## config.mk

```make
export PLATFORM = sky130hd
export DESIGN_NAME = kvls_regs
export DESIGN_NICKNAME = d
export VERILOG_FILES = /design/src/sv/kvls_pkg.sv /design/src/sv/kvls_regs.sv
export SDC_FILE = /design/constraint.sdc
export NUM_CORES = 1
export LEC_CHECK = 0
export BUFFER_PORTS_ARGS = -buffer_cell sky130_fd_sc_hd__buf_2
export CORE_ASPECT_RATIO = 1.1
export CORE_MARGIN = 2
export CORE_UTILIZATION = 40
export DETAILED_ROUTE_END_ITERATION = 10
export PLACE_DENSITY = 0.7
export REMOVE_ABC_BUFFERS = 1
export SYNTH_ARGS = -nofsm -noshare
export SYNTH_HDL_FRONTEND = slang
export SYNTH_SLANG_ARGS = --single-unit
```

## constraint.sdc

```tcl
create_clock -name clk -period 1.99 [get_ports clk]
set_input_delay 0 -clock clk [delete_from_list [all_inputs] [get_ports clk]]
set_output_delay 0 -clock clk [all_outputs]
set_load 0.02 [all_outputs]
```

## src/sv/kvls_pkg.sv

```systemverilog
// Package for the keyframe vector sampler: sizes, codes and the structs
// passed between controller, datapath and register block. No dependencies.
`default_nettype none

package kvls_pkg;

    localparam int MAX_KEYS = 64;
    localparam int ADDR_W   = $clog2(MAX_KEYS);
    localparam int KIDX_W   = 6;
    localparam int KCNT_W   = 7;
    localparam int APB_AW   = 4;
    localparam int FRAC_W   = 17;
    localparam int CNT_W    = 6;

    // divider step counts
    localparam logic [CNT_W-1:0] FRAC_STEPS = CNT_W'(FRAC_W);
    localparam logic [CNT_W-1:0] MOD_STEPS  = CNT_W'(33);

    // item commands
    localparam logic [1:0] CMD_WRITE  = 2'd0;
    localparam logic [1:0] CMD_SAMPLE = 2'd1;
    localparam logic [1:0] CMD_TICK   = 2'd2;

    // register indexes
    localparam logic [1:0] REG_KEY_COUNT = 2'd0;
    localparam logic [1:0] REG_DURATION  = 2'd1;
    localparam logic [1:0] REG_STEP      = 2'd2;

    // vector components
    localparam logic [1:0] COMP_X = 2'd0;
    localparam logic [1:0] COMP_Y = 2'd1;
    localparam logic [1:0] COMP_Z = 2'd2;

    typedef struct packed {
        logic [31:0] stamp;
        logic [31:0] x;
        logic [31:0] y;
        logic [31:0] z;
    } kvls_entry_t;

    localparam int ENTRY_W = $bits(kvls_entry_t);

    typedef struct packed {
        logic [KCNT_W-1:0] key_count;
        logic [31:0]       clip_duration;
        logic [31:0]       tick_step;
    } kvls_cfg_t;

    typedef struct packed {
        logic       capture;
        logic       tick_start;
        logic       tick_load;
        logic       prev_load;
        logic       cur_load;
        logic       res_load;
        logic       frac_start;
        logic       f_clear;
        logic       f_take;
        logic       mul;
        logic       add;
        logic [1:0] comp;
        logic       out_load;
    } kvls_cmd_t;

    typedef struct packed {
        logic div_done;
        logic t_le_dout;
        logic hit;
        logic width_zero;
    } kvls_stat_t;

endpackage

`default_nettype wire

```

## src/sv/kvls_regs.sv

```systemverilog
// APB configuration registers: key count, clip duration, tick step.
// Depends on kvls_pkg.
`default_nettype none

module kvls_regs
    import kvls_pkg::*;
(
    input  wire logic              clk,
    input  wire logic              rst_n,
    input  wire logic              psel,
    input  wire logic              penable,
    input  wire logic              pwrite,
    input  wire logic [APB_AW-1:0] paddr,
    input  wire logic [31:0]       pwdata,
    output logic      [31:0]       prdata,
    output logic                   pready,
    output kvls_cfg_t              cfg
);

    logic [KCNT_W-1:0] key_count_reg;
    logic [31:0]       duration_reg;
    logic [31:0]       step_reg;
    logic              wr;
    logic [1:0]        idx;

    assign pready = 1'b1;
    assign wr     = psel && penable && pwrite;
    assign idx    = paddr[3:2];

    always_ff @(posedge clk or negedge rst_n)
    begin
        if (!rst_n)
        begin
            key_count_reg <= KCNT_W'(1);
            duration_reg  <= 32'd65536;
            step_reg      <= 32'd1092;
        end
        else if (wr)
        begin
            unique case (idx)
                REG_KEY_COUNT: key_count_reg <= pwdata[KCNT_W-1:0];
                REG_DURATION:  duration_reg  <= pwdata;
                REG_STEP:      step_reg      <= pwdata;
                default:       ;
            endcase
        end
    end

    always_comb
    begin
        unique case (idx)
            REG_KEY_COUNT: prdata = {{(32-KCNT_W){1'b0}}, key_count_reg};
            REG_DURATION:  prdata = duration_reg;
            REG_STEP:      prdata = step_reg;
            default:       prdata = '0;
        endcase
    end

    assign cfg.key_count     = key_count_reg;
    assign cfg.clip_duration = duration_reg;
    assign cfg.tick_step     = step_reg;

endmodule

`default_nettype wire

```

Word-level counts from Yosys, hierarchy flattened
Cells that the tools add are included.
- register bits after elaboration: 71
- bits in latches: 0
- memory bits (writable): 0
- memory bits (read-only): 0
- input port bits: 41
- output and inout port bits: 104
- word-level logic and storage cells: 12
- memories kept: 0
- add/sub/neg operators: 0
- $mul: 0
- div/mod/pow operators: 0
- $lt $le $gt $ge: 0
- equality and inequality tests: 2
- shifts and indexed selects: 0
- muxes and demuxes: 1
- bitwise operators: 0
- reduce and logical (&&, ||, !) cells: 6
- operators with widths (cell ; count):
    $pmux W32 S3 ; 1
    $reduce_and A2 Y1 ; 3
    $eq A2 B1 Y1 const B ; 1
    $eq A2 B2 Y1 const B ; 1
    $logic_and A1 B1 Y1 ; 2
    $logic_not A2 Y1 ; 1

Longest topological paths before layout
- word-level depth: 3
- depth in mapped cells: 6
- mapped depth without buffers: 3

Worst setup path before layout
Ideal clock, no wire load.
- path type: input port to flip-flop
- start: input port pwrite
- end: register duration_reg[0]
- arrival: 1.045 ns
- data required time: 1.865 ns
- slack: 0.820 ns
- stages on the path: 5
- path buffers: 2
- path through: nand3_2 > or3b_1 > buf_6 > buf_12 > mux2_4
- cells in the longest elaborated chain, start to end: 2
- RTL lines (element ; RTL line ; source):
    start, declared ; kvls_regs.sv:12 ; input wire logic pwrite,
    $logic_and A1 B1 Y1 ; kvls_regs.sv:27 ; assign wr = psel && penable && pwrite;
    $reduce_and A2 Y1 (no line) ; n/a ;
    end signal, assigned ; kvls_regs.sv:42 ; REG_DURATION: duration_reg <= pwdata;
    end, declared ; kvls_regs.sv:21 ; logic [31:0] duration_reg;
No other way between the ends.
A chain may end at the register's enable or synchronous reset.

Worst setup path after layout
- start: register key_count_reg[0]
- end: output port prdata[0]
- cells in the longest elaborated chain, start to end: 1
- RTL lines (element ; RTL line ; source):
    start, declared ; kvls_regs.sv:20 ; logic [KCNT_W-1:0] key_count_reg;
    start signal, assigned ; kvls_regs.sv:41 ; REG_KEY_COUNT: key_count_reg <= pwdata[KCNT_W-1:0];
    $pmux W32 S3 ; kvls_regs.sv:51 ; unique case (idx)
    end, declared ; kvls_regs.sv:15 ; output logic [31:0] prdata,
No other way between the ends.

==> metrics.md <==
| Metric | Value |
|---|---|
| FMAX | 0.7680 GHz |
| Setup crit start | key_count_reg[0] |
| Pins Over Slew Limit | 0 |
| Setup TNS | 0 ns |
| RSZ-0062 raised after global routing | no |
| Grt ovf | 0 |
| Post-CTS setup buffers | 0 |
| GRT Total Usage | 17.81% |
| CTS tree | yes |
| Yosys warnings | 0 |
| Die extent in y | just under 100 microns |
| Async SR Flop Fraction | 100.0% |
| GP Congestion | 0.6978 |
| IO Pins | 145 |
| Final Hold Viols | 0 |
| Min-Delay Path Depth | 4 |
| Global-route wire length before repair | 12.59 mm |
| Avg Synthesized Cell Area | roughly 15 sq um |
| VDD IR-drop max | 0.6246 mV |
| Hold worst-path end | key_count_reg[1] |
| CTS root buffer | clkbuf_8 |
| Syn Inst Count | 212 |
| CTS Hold Bufs | 33 |
| Final cycle utilization of the critical path | 65.43% |
| Die W | 89.92 microns |
| Int Power | 0.003300 W |
| Area growth syn-to-layout | 40.37% |
| Lkg Pwr | 2.388 nW |
| Reg-to-reg setup timing slack | between 1 and 1.5 ns |
| Power Density | 1098 nW/um^2 |
| Slew at the pin closest to its max-slew limit | 0.8783 ns |
| Final setup skew | 0 ns |
| Pre-CTS WS | 0.4521 ns |
| Reg power frac | between 40% and 50% |
| Max-Cap Viols | 0 |
| Clk buf depth | 2 |
| Largest net degree at the start of global routing | 72 |
| Yosys top cell by area | dfrtp_1 |
| Synthesized flop and latch total | 71 |
| R2R cell count | 1 |
| Core Footprint | about 8000 sq um |
| Vias post-DR | roughly 2400 |
| Cell Area, Synth | 3248 sq um |
| Top cells by count, synth | 66 x dfrtp_1, 41 x mux2_2, 30 x mux2_4, 25 x a22o_1 |
| Fillers | 673 |
| Worst path cell trace | mux2i_1 -> o21ai_0 -> buf_2 |
| Nets | roughly 430 |
| Top cell type's share of synthesized area | 50.85% |
| Status | completed |
| Worst R2R Start | duration_reg[14] |
| Clock network fraction of total power | 24.7% |
| Die area | 8858 sq um |
| CP Class | reg -> out |
| NetSw | between 0.0015 and 0.002 W |
| Row Count | 34 |
| Number of flops mapped to enable cells by yosys | 0 |
| Vias in the first global route | 2499 |
| CP max stage delay | 0.54 ns |
| Top-count cell post-synth | dfrtp_1 |
| H-tree lvl count | 3 |
| Clk slew on worst S/H paths | 0.08 ns |
| Worst setup margin | 0.6879 ns |
| Worst skew pair latency | 0.33 ns |
| Sw frac | about a third |
| Gate power share | 34.1% |
| DRC Markers | 0 |
| WL final | 7.809 mm |
| Routed length per instance | 15.62 microns |
| Initial core utilization | approximately 40% |
| Final min period | 1.302 ns |
| Crit path launch type | flop |
| CTS buffer count | 9 |
| Worst EP required | between 1.5 and 2 ns |
| R2r endpoint | duration_reg[14] |
| Hold path start | penable |
| ANT nets after route | 0 |
| Post-cts sizing count | 0 |
| Highest-delay cell along the critical path | dfstp_2 |
| CP endpoint kind | primary output |
| Initial antenna violation count | 0 |
| Clock Sinks | 71 |
| DR iter-0 viols | 86 |
| Input/output buffers | around 140 |
| Slew margin rel. | 41.45% |
| Router iterations before antenna repair | 7 |
| Synth Flop Type | dfrtp_1 |
| Max Fanout on Critical Path | 3 |
| HP Class | in -> reg |
| Seq/Total Area, Yosys | 54.89% |
| Post-DR vias/cell | 4.836 |
| Top post-synthesis cells by area | dfrtp_1 51%, mux2_2 14%, mux2_4 14%, a22o_1 6.7%, dfstp_2 4.0% |
| CP arrival | 1.30 ns |
| Post-DP HPWL | 5.132 mm |
| Fraction of layout cells with a size suffix above 1 | between 60% and 70% |
| Synth cell types | 19 |
| Inserted Diodes | 0 |
| Setup violations, final | 0 |
[worst max path at each step]
stage / to / slack [ns] / cells after the start
finish: prdata[0] / 0.69 / 3
global route: prdata[0] / 0.61 / 3
CTS: prdata[0] / 0.65 / 3
detailed placement: duration_reg[22] / 0.45 / 4
global placement: duration_reg[26] / 0.48 / 4
floorplan: step_reg[0] / 0.05 / 3
[kinds of logic (layout without fill, tap and decap cells)]
family,Yosys count,count (layout),synth area share [%]
compound gates,32,32,7.820
mux,78,78,30.24
other cells,1,1,0.1155
simple gates,13,13,2.465
flops,71,71,54.89
buf+inv,17,197,4.468
[layout make-up]
type	count	area (sq um)	area share, %
multi-input cells	124	1331	29.20
clock buffers	11	141.4	3.101
clock inverters	4	70.07	1.537
well taps	108	135.1	2.964
flip-flops and latches	71	1783	39.11
repair buffers	182	1099	24.09
[power groups by stage]
stage          sequential [W]  clock [W]  combinational [W]
2_1_floorplan         0.00247          0           0.000642
3_3_place_gp          0.00206          0            0.00165
3_5_place_dp          0.00208          0            0.00167
4_1_cts               0.00206    0.00128            0.00172
5_1_grt               0.00211    0.00134            0.00181
6_report              0.00206    0.00124            0.00171
[routing by layer]
layer,vias to the layer above,global-route usage [%],part of all wire (%)
met4,0,5.325,1.3
met1,1197,22.25,43
met5,-,0,0
li1,1119,-,-
met3,10,4.817,5.3
met2,92,30.54,50
[cell usage in the layout, fill, tap and decap left out, types with 9 or more instances in the layout]
master / netlist / layout
dfrtp_1: 66 / 66
buf_4: 5 / 9
a22o_1: 25 / 25
mux2_2: 41 / 41
clkbuf_8: 0 / 10
mux2_4: 30 / 30
buf_2: 5 / 140
dlygate4sd3_1: 0 / 33
[worst max-delay path: cells and delay by family, from the launching register on]
| kind | cells | cell delay [ns] |
|---|---|---|
| muxes | 1 | 0.06 |
| AOI/OAI and AO/OA | 1 | 0.17 |
| DFF | 1 | 0.54 |
| buffers and inverters | 1 | 0.20 |
[per-stage QoR]
| stage | instance area, sq um | utilization (%) | cells | hold slack [ns] | power [W] |
|---|---|---|---|---|---|
| final | 4559 | 57.62 | 500 | 0.2473 | 0.005007 |
| after global routing | 4559 | 57.62 | 500 | 0.2505 | 0.005266 |
| after CTS | 4559 | 57.62 | 500 | 0.2353 | 0.005067 |
| after detailed placement | 4018 | 50.77 | 452 | 0.1843 | 0.003752 |
| after global placement | 4018 | 50.77 | 452 | 0.1787 | 0.003710 |
| after floorplan | 3103 | - | 195 | -0.2956 | 0.003116 |
Power figures use the tool's default switching activity.
