File: src/sv/kvls_pkg.sv
// Package for the keyframe vector sampler: sizes, codes and the structs
// passed between controller, datapath and register block. No dependencies.
`default_nettype none

package kvls_pkg;

    localparam int MAX_KEYS = 64;
    localparam int ADDR_W   = $clog2(MAX_KEYS);
    localparam int KIDX_W   = 6;
    localparam int KCNT_W   = 7;
    localparam int APB_AW   = 4;
    localparam int FRAC_W   = 17;
    localparam int CNT_W    = 6;

    // divider step counts
    localparam logic [CNT_W-1:0] FRAC_STEPS = CNT_W'(FRAC_W);
    localparam logic [CNT_W-1:0] MOD_STEPS  = CNT_W'(33);

    // item commands
    localparam logic [1:0] CMD_WRITE  = 2'd0;
    localparam logic [1:0] CMD_SAMPLE = 2'd1;
    localparam logic [1:0] CMD_TICK   = 2'd2;

    // register indexes
    localparam logic [1:0] REG_KEY_COUNT = 2'd0;
    localparam logic [1:0] REG_DURATION  = 2'd1;
    localparam logic [1:0] REG_STEP      = 2'd2;

    // vector components
    localparam logic [1:0] COMP_X = 2'd0;
    localparam logic [1:0] COMP_Y = 2'd1;
    localparam logic [1:0] COMP_Z = 2'd2;

    typedef struct packed {
        logic [31:0] stamp;
        logic [31:0] x;
        logic [31:0] y;
        logic [31:0] z;
    } kvls_entry_t;

    localparam int ENTRY_W = $bits(kvls_entry_t);

    typedef struct packed {
        logic [KCNT_W-1:0] key_count;
        logic [31:0]       clip_duration;
        logic [31:0]       tick_step;
    } kvls_cfg_t;

    typedef struct packed {
        logic       capture;
        logic       tick_start;
        logic       tick_load;
        logic       prev_load;
        logic       cur_load;
        logic       res_load;
        logic       frac_start;
        logic       f_clear;
        logic       f_take;
        logic       mul;
        logic       add;
        logic [1:0] comp;
        logic       out_load;
    } kvls_cmd_t;

    typedef struct packed {
        logic div_done;
        logic t_le_dout;
        logic hit;
        logic width_zero;
    } kvls_stat_t;

endpackage

`default_nettype wire

File: src/sv/kvls_ctrl.sv
// Controller: sequences write, tick divide, key walk, fraction divide,
// per-component mix and output hand-off. Depends on kvls_pkg.
`default_nettype none

module kvls_ctrl
    import kvls_pkg::*;
(
    input  wire logic              clk,
    input  wire logic              rst_n,
    input  wire logic              in_valid,
    output logic                   in_ready,
    input  wire logic [1:0]        command,
    input  wire logic [KIDX_W-1:0] key_index,
    output logic                   out_valid,
    input  wire logic              out_ready,
    input  wire logic [KCNT_W-1:0] key_count,
    input  wire kvls_stat_t        stat,
    output kvls_cmd_t              cmd,
    output logic                   ram_we,
    output logic      [ADDR_W-1:0] ram_raddr
);

    localparam logic [2:0] ST_IDLE  = 3'd0;
    localparam logic [2:0] ST_TDIV  = 3'd1;
    localparam logic [2:0] ST_FIRST = 3'd2;
    localparam logic [2:0] ST_WALK  = 3'd3;
    localparam logic [2:0] ST_FDIV  = 3'd4;
    localparam logic [2:0] ST_MUL   = 3'd5;
    localparam logic [2:0] ST_ADD   = 3'd6;
    localparam logic [2:0] ST_OUT   = 3'd7;

    logic [2:0]        state_reg, state_next;
    logic [ADDR_W-1:0] addr_reg, addr_next;
    logic [1:0]        comp_reg, comp_next;
    logic              out_valid_reg, out_valid_next;
    logic [ADDR_W-1:0] last_idx;
    logic              one_key;
    logic              idx_ok;

    // index of the last key in use; zero counts as one, large counts saturate
    always_comb
    begin
        priority if (key_count == '0)
        begin
            last_idx = '0;
        end
        else if (32'(key_count) > 32'(MAX_KEYS))
        begin
            last_idx = ADDR_W'(MAX_KEYS - 1);
        end
        else
        begin
            last_idx = ADDR_W'(32'(key_count) - 32'd1);
        end
    end

    assign one_key   = (last_idx == '0);
    assign idx_ok    = (32'(key_index) < 32'(MAX_KEYS));
    assign in_ready  = (state_reg == ST_IDLE);
    assign out_valid = out_valid_reg;
    // read port follows the next address, so the RAM output always shows
    // the entry at addr_reg
    assign ram_raddr = addr_next;

    always_comb
    begin
        state_next     = state_reg;
        addr_next      = addr_reg;
        comp_next      = comp_reg;
        out_valid_next = out_valid_reg;
        cmd            = '0;
        cmd.comp       = comp_reg;
        ram_we         = 1'b0;

        if (out_valid_reg && out_ready)
        begin
            out_valid_next = 1'b0;
        end

        unique case (state_reg)
            ST_IDLE:
            begin
                if (in_valid)
                begin
                    cmd.capture = 1'b1;
                    unique case (command)
                        CMD_WRITE:  ram_we = idx_ok;
                        CMD_SAMPLE: state_next = ST_FIRST;
                        CMD_TICK:
                        begin
                            cmd.tick_start = 1'b1;
                            state_next     = ST_TDIV;
                        end
                        default:    ;
                    endcase
                end
            end
            ST_TDIV:
            begin
                if (stat.div_done)
                begin
                    cmd.tick_load = 1'b1;
                    state_next    = ST_FIRST;
                end
            end
            ST_FIRST:
            begin
                if (one_key || stat.t_le_dout)
                begin
                    cmd.res_load = 1'b1;
                    state_next   = ST_OUT;
                end
                else
                begin
                    cmd.prev_load = 1'b1;
                    addr_next     = ADDR_W'(1);
                    state_next    = ST_WALK;
                end
            end
            ST_WALK:
            begin
                priority if (stat.hit)
                begin
                    cmd.cur_load = 1'b1;
                    addr_next    = '0;
                    comp_next    = COMP_X;
                    if (stat.width_zero)
                    begin
                        cmd.f_clear = 1'b1;
                        state_next  = ST_MUL;
                    end
                    else
                    begin
                        cmd.frac_start = 1'b1;
                        state_next     = ST_FDIV;
                    end
                end
                else if (addr_reg == last_idx)
                begin
                    cmd.res_load = 1'b1;
                    addr_next    = '0;
                    state_next   = ST_OUT;
                end
                else
                begin
                    cmd.prev_load = 1'b1;
                    addr_next     = ADDR_W'(addr_reg + 1'b1);
                end
            end
            ST_FDIV:
            begin
                if (stat.div_done)
                begin
                    cmd.f_take = 1'b1;
                    state_next = ST_MUL;
                end
            end
            ST_MUL:
            begin
                cmd.mul    = 1'b1;
                state_next = ST_ADD;
            end
            ST_ADD:
            begin
                cmd.add = 1'b1;
                if (comp_reg == COMP_Z)
                begin
                    state_next = ST_OUT;
                end
                else
                begin
                    comp_next  = comp_reg + 2'd1;
                    state_next = ST_MUL;
                end
            end
            ST_OUT:
            begin
                if (!out_valid_reg || out_ready)
                begin
                    cmd.out_load   = 1'b1;
                    out_valid_next = 1'b1;
                    state_next     = ST_IDLE;
                end
            end
            default:
            begin
                state_next = ST_IDLE;
            end
        endcase
    end

    always_ff @(posedge clk or negedge rst_n)
    begin
        if (!rst_n)
        begin
            state_reg     <= ST_IDLE;
            addr_reg      <= '0;
            comp_reg      <= COMP_X;
            out_valid_reg <= 1'b0;
        end
        else
        begin
            state_reg     <= state_next;
            addr_reg      <= addr_next;
            comp_reg      <= comp_next;
            out_valid_reg <= out_valid_next;
        end
    end

endmodule

`default_nettype wire

File: config.mk
export PLATFORM = sky130hd
export DESIGN_NAME = kvls_ctrl
export DESIGN_NICKNAME = d
export VERILOG_FILES = /design/src/sv/kvls_pkg.sv /design/src/sv/kvls_ctrl.sv
export SDC_FILE = /design/constraint.sdc
export NUM_CORES = 1
export LEC_CHECK = 0
export BUFFER_PORTS_ARGS = -buffer_cell sky130_fd_sc_hd__buf_2
export CAP_MARGIN = 0
export CORE_MARGIN = 3
export CORE_UTILIZATION = 34
export DETAILED_ROUTE_END_ITERATION = 8
export PLACE_DENSITY_LB_ADDON = 0.2
export SYNTH_ARGS = -nofsm -noshare
export SYNTH_HDL_FRONTEND = slang
export SYNTH_SLANG_ARGS = --single-unit
File: constraint.sdc
create_clock -name clk -period 3 [get_ports clk]
set_input_delay 0.15 -clock clk [delete_from_list [all_inputs] [get_ports clk]]
set_output_delay 0.15 -clock clk [all_outputs]
set_load 0.01 [all_outputs]
---- Word-level counts from Yosys, hierarchy flattened ----
Index checks and enable logic that the tools add are counted.
storage, ports and cells
  register bits after elaboration ......... 12
  bits of input ports ..................... 23
  output and inout port bits .............. 23
  word-level logic and storage cells ...... 88
cells by class
  add/subtract/negate cells ............... 3
  magnitude comparators ................... 1
  equality and inequality tests ........... 19
  muxes and demuxes ....................... 50
  reductions and logical operators ........ 11
operators by type and width
  operator                                                                 count
  6-bit 2-to-1 mux                                                         5
  1-bit 2-to-1 mux                                                         25
  3-bit case mux with 8 select lines                                       1
  3-bit 2-to-1 mux                                                         7
  2-bit 2-to-1 mux                                                         7
  3-bit == test, second input constant                                     4
  2-bit inequality test, second input constant                             6
  6-bit case mux with 2 select lines                                       1
  7-bit greater-than comparator, second input constant                     1
  7-bit logical NOT                                                        1
  6-bit by 1-bit adder with 6-bit output, second input constant            1
  3-bit by 2-bit == test with 1-bit output, second input constant          2
  6-bit == test                                                            1
  6-bit logical NOT                                                        1
  3-bit case mux with 2 select lines                                       1
  6-bit AND reduction                                                      1
  6-bit by 1-bit subtractor with 6-bit output, second input constant       1
  2-bit == test, second input constant                                     2
  1-bit case mux with 2 select lines                                       2
  2-bit case mux with 2 select lines                                       1
  3-bit by 1-bit == test with 1-bit output, second input constant          1
  3-bit logical NOT                                                        1
  3-bit by 1-bit inequality test with 1-bit output, second input constant  1
  3-bit inequality test, second input constant                             1
  other kinds (8)                                                          9

---- Depth between registers and ports, before layout ----
  word-level depth ........................ 7
  depth in mapped cells ................... 9

---- Worst setup path before layout ----
No wires, ideal clock.
  path kind ............................... input to output
  start point ............................. input key_count[0]
  end point ............................... output ram_raddr[1]
  arrival time ............................ 2.111 ns
  data required time ...................... 2.850 ns
  slack ................................... 0.739 ns
  stages on the path ...................... 9
  path buffers ............................ 0
  cell sequence ........................... inv_1 -> ha_1 -> or4b_1 -> a211oi_1 -> nor2_1 -> xnor2_1 -> o2111ai_4 -> or2_4 -> a32o_1
between the ends
  longest elaborated chain between the ends .. 7
ends and longest elaborated chain
  item                                                                                                 RTL line                            RTL
  start: declaration                                                                                   kvls_ctrl.sv:16                     input wire logic [KCNT_W-1:0] key_count,
  6-bit by 1-bit subtractor with 6-bit output / 7-bit greater-than comparator (equally long branches)  kvls_ctrl.sv:53, kvls_ctrl.sv:47
  6-bit 2-to-1 mux                                                                                     kvls_ctrl.sv:47                     else if (32'(key_count) > 32'(MAX_KEYS))
  6-bit 2-to-1 mux *                                                                                   kvls_ctrl.sv:43                     priority if (key_count == '0)
  6-bit == test / 6-bit logical NOT (equally long branches)                                            kvls_ctrl.sv:138, kvls_ctrl.sv:57
  6-bit 2-to-1 mux / 1-bit logical OR (equally long branches)                                          kvls_ctrl.sv:138, kvls_ctrl.sv:108
  6-bit 2-to-1 mux (on tied branches)                                                                  kvls_ctrl.sv:122, kvls_ctrl.sv:108
  6-bit case mux with 2 select lines *                                                                 kvls_ctrl.sv:80                     unique case (state_reg)
  end: declaration                                                                                     kvls_ctrl.sv:20                     output logic [ADDR_W-1:0] ram_raddr
Every way passes the cells marked *; elsewhere a longest branch is shown, timed or not.

---- Final worst setup path ----
Ends and elaborated chain as after synthesis.

==> flow_summary.ini <==
[finish]
area_growth_pct = 20.7
final_cells = 256
n_fill_cell = 388
final_common_cell = buf_2
final_net_count = 236
largest_reg_flops = 6
layout_common_cells = 39 x buf_2, 20 x nand2_1, 14 x inv_1
diodes = 0
multiInputGateArea_um2 = 933
register_area_um2 = 300
layout-drive-gt1-share_pct = 26.0

[pwr]
p_clk_share_pct = 16.5
p_int_uw = 581
power_density_nw_per_um2 = 667
comb_power_share_pct = 52.3
leakage_uw = 0.000738
switching_share_pct = 45.8
p_seq_share_pct = 31.2
peakVddDrop_mv = 0.285
p_sw_uw = 491

[drt]
drcViolationCount = 0
first_pass_iters = 4
vias = 1389
ant_nets = 0
wirelength_um = 3350
viasPerCell = 5.43
wl_per_cell_um = 13.1
drtIter0Drc = 74

[synth]
yosysWarnings = 0
synthCells = 172
synth-edff-count = 0
ys_seq_elements = 12
synth.avg_cell_area_um2 = 7.74
async_reset_ff_share_pct = 100
syn-num-nets = 199
yosysSeqAreaShare_pct = 22.6
ys_types = 52
ys.flop_type = dfrtp_1
syn_area_um2 = 1330

[setup_path]
crit_end = ram_raddr[1]
crit_path_max_incr_delay_ps = 440
worstSetupPathType = in2out
crit_cells = 11
critPathMostFrequentCell = buf_2
rr_startpoint = addr_reg[3]
worst-path-buf-inv = 3
worstSetupStartpointType = input pin
cp_cell_sequence = buf_2, inv_1, ha_1, or4b_1, a211oi_1, nor2_1, xnor2_1, o2111ai_4, or2_4, a32o_1, buf_2
worstPathRequired_ps = 2850
critPathSlowestCell = or4b_1
crit_family = simple AND/OR/NAND/NOR gates
reg2regPathDepth = 5
r2r-end = addr_reg[1]
reg2reg_slack_ps = 1020
critPathLaunch = key_count[0]
crit_path_max_fanout = 8
end_kind = output port
worstPathArrival_ps = 2540

[global_routing]
antenna_found_initial = 0
grt_max_degree = 16
first_global_vias = 1114
grt.total_usage_pct = 14.2
grt_remaining_overflow = 0
grt_pass1_wl_um = 5110

[sta]
finalHoldViolCount = 0
rsz0062_at_grt = false
fin_crit_sh_pct = 89.8
setup-violations-final = 0
slew_headroom_pct = 63.2
final_max_slew_viol_count = 0
min_period_ps = 2690
worstMarginPinSlew_ps = 552
fin_skew_ps = 2.85
finalSetupTns_ps = 0
fmax_ghz = 0.371

[clock_network]
cts_tree = yes
post_cts_buffers = 0
cts.sinks = 12
clkSlewWorstSetupHoldPaths_ps = 50
numCtsBuffers = 3
clk_latency_ps = 240
cts_root_buf = clkbuf_8
cts_buffer_depth = 2
htree_num_levels = 1

[outcome]
status = finished clean

[placed_design]
dp.cells = 251
gp_congestion = 0.781
io_buffers = 39
place_hpwl_um = 2600

[min_path]
worstHoldPathType = in2reg

[flow_run]
maxCapViolCount = 0

[floorplanning]
fp-row-count = 22
start_util_pct = 35.8
io_pins = 46
fp.coreArea_um2 = 3720
die_w_um = 68.6
die_y_um = 68.6
die-area_um2 = 4700
[routing by layer]
layer,GRT usage (%),vias to the layer above,share of wire (%)
li1,-,714,-
met1,19.0,642,47
met2,23.1,31,48
met3,3.08,2,4.9
met4,3.72,0,0.51
met5,0,-,0
[timing repair]
action	in CTS	in global routing
hold endpoints to repair	12	0
hold buffers	1	0
setup endpoints to repair	0	0
gates resized for setup	0	0
[synth_stat cells, types with 3 or more instances]
cell	number	area (um^2)
a32o_1	3	30.0
nor2b_1	4	25.0
o21ai_0	4	20.0
nand3_1	7	35.0
dfrtp_1	12	300
nand2b_1	3	18.8
ha_1	4	50.1
a21oi_1	6	30.0
nor3_1	11	55.1
nor2_1	13	48.8
o22ai_1	3	18.8
o32ai_1	3	26.3
xnor2_1	3	26.3
nand2_1	20	75.1
xor2_1	3	26.3
clkbuf_1	6	22.5
nand4_1	3	18.8
inv_1	14	52.6
[worst min-delay path, cell delays in order]
cell      delay, ps
buf_2            70
nand2b_1        130
nand2_1          60
[per-stage QoR]
stage	setup slack [ps]	instance area, um^2	utilization, %	hold slack, ps	power [uW]
after global routing	116	1610	43.2	223	1170
after detailed placement	309	1540	41.5	54.2	900
after CTS	303	1610	43.2	216	1090
after floorplan	739	1330	-	-146	727
final	306	1610	43.2	216	1070
after global placement	337	1540	41.5	55.1	898
[power by group through the flow]
stage               clock network (uW)  logic, uW  registers [uW]
floorplan                            0        444             282
global placement                     0        560             337
detailed placement                   0        562             337
CTS                                185        567             334
global route                       192        628             349
finish                             177        561             334
[cell families after synthesis]
logic type / Yosys count / synth area share (%)
AO/OA/AOI/OAI: 43 / 25.6
buffers and inverters: 22 / 7.33
AND/OR/NAND/NOR: 81 / 33.3
XOR/XNOR: 7 / 5.17
flip-flops: 12 / 22.6
multiplexers: 2 / 1.50
adder cells (fa/ha/maj): 5 / 4.61
[how the worst min path moves through the flow]
| stage | slack, ps | depth (start not counted) | start | endpoint |
|---|---|---|---|---|
| final | 220 | 3 | out_ready | out_valid |
| after global routing | 220 | 3 | out_ready | out_valid |
| after CTS | 220 | 3 | out_ready | out_valid |
| after detailed placement | 50 | 1 | rst_n | state_reg[0] |
| after global placement | 60 | 1 | rst_n | state_reg[0] |
| after floorplan | -150 | 0 | rst_n | addr_reg[0] |
[cell type report]
class                   count  share of cell area [%]
multi-input cells         138                    58.1
flip-flops and latches     12                    18.7
repair buffers             40                    12.8
well taps                  48                    3.74
clock buffers               4                    3.43
inverters                  14                    3.27
(Power assumes the default switching activity.)
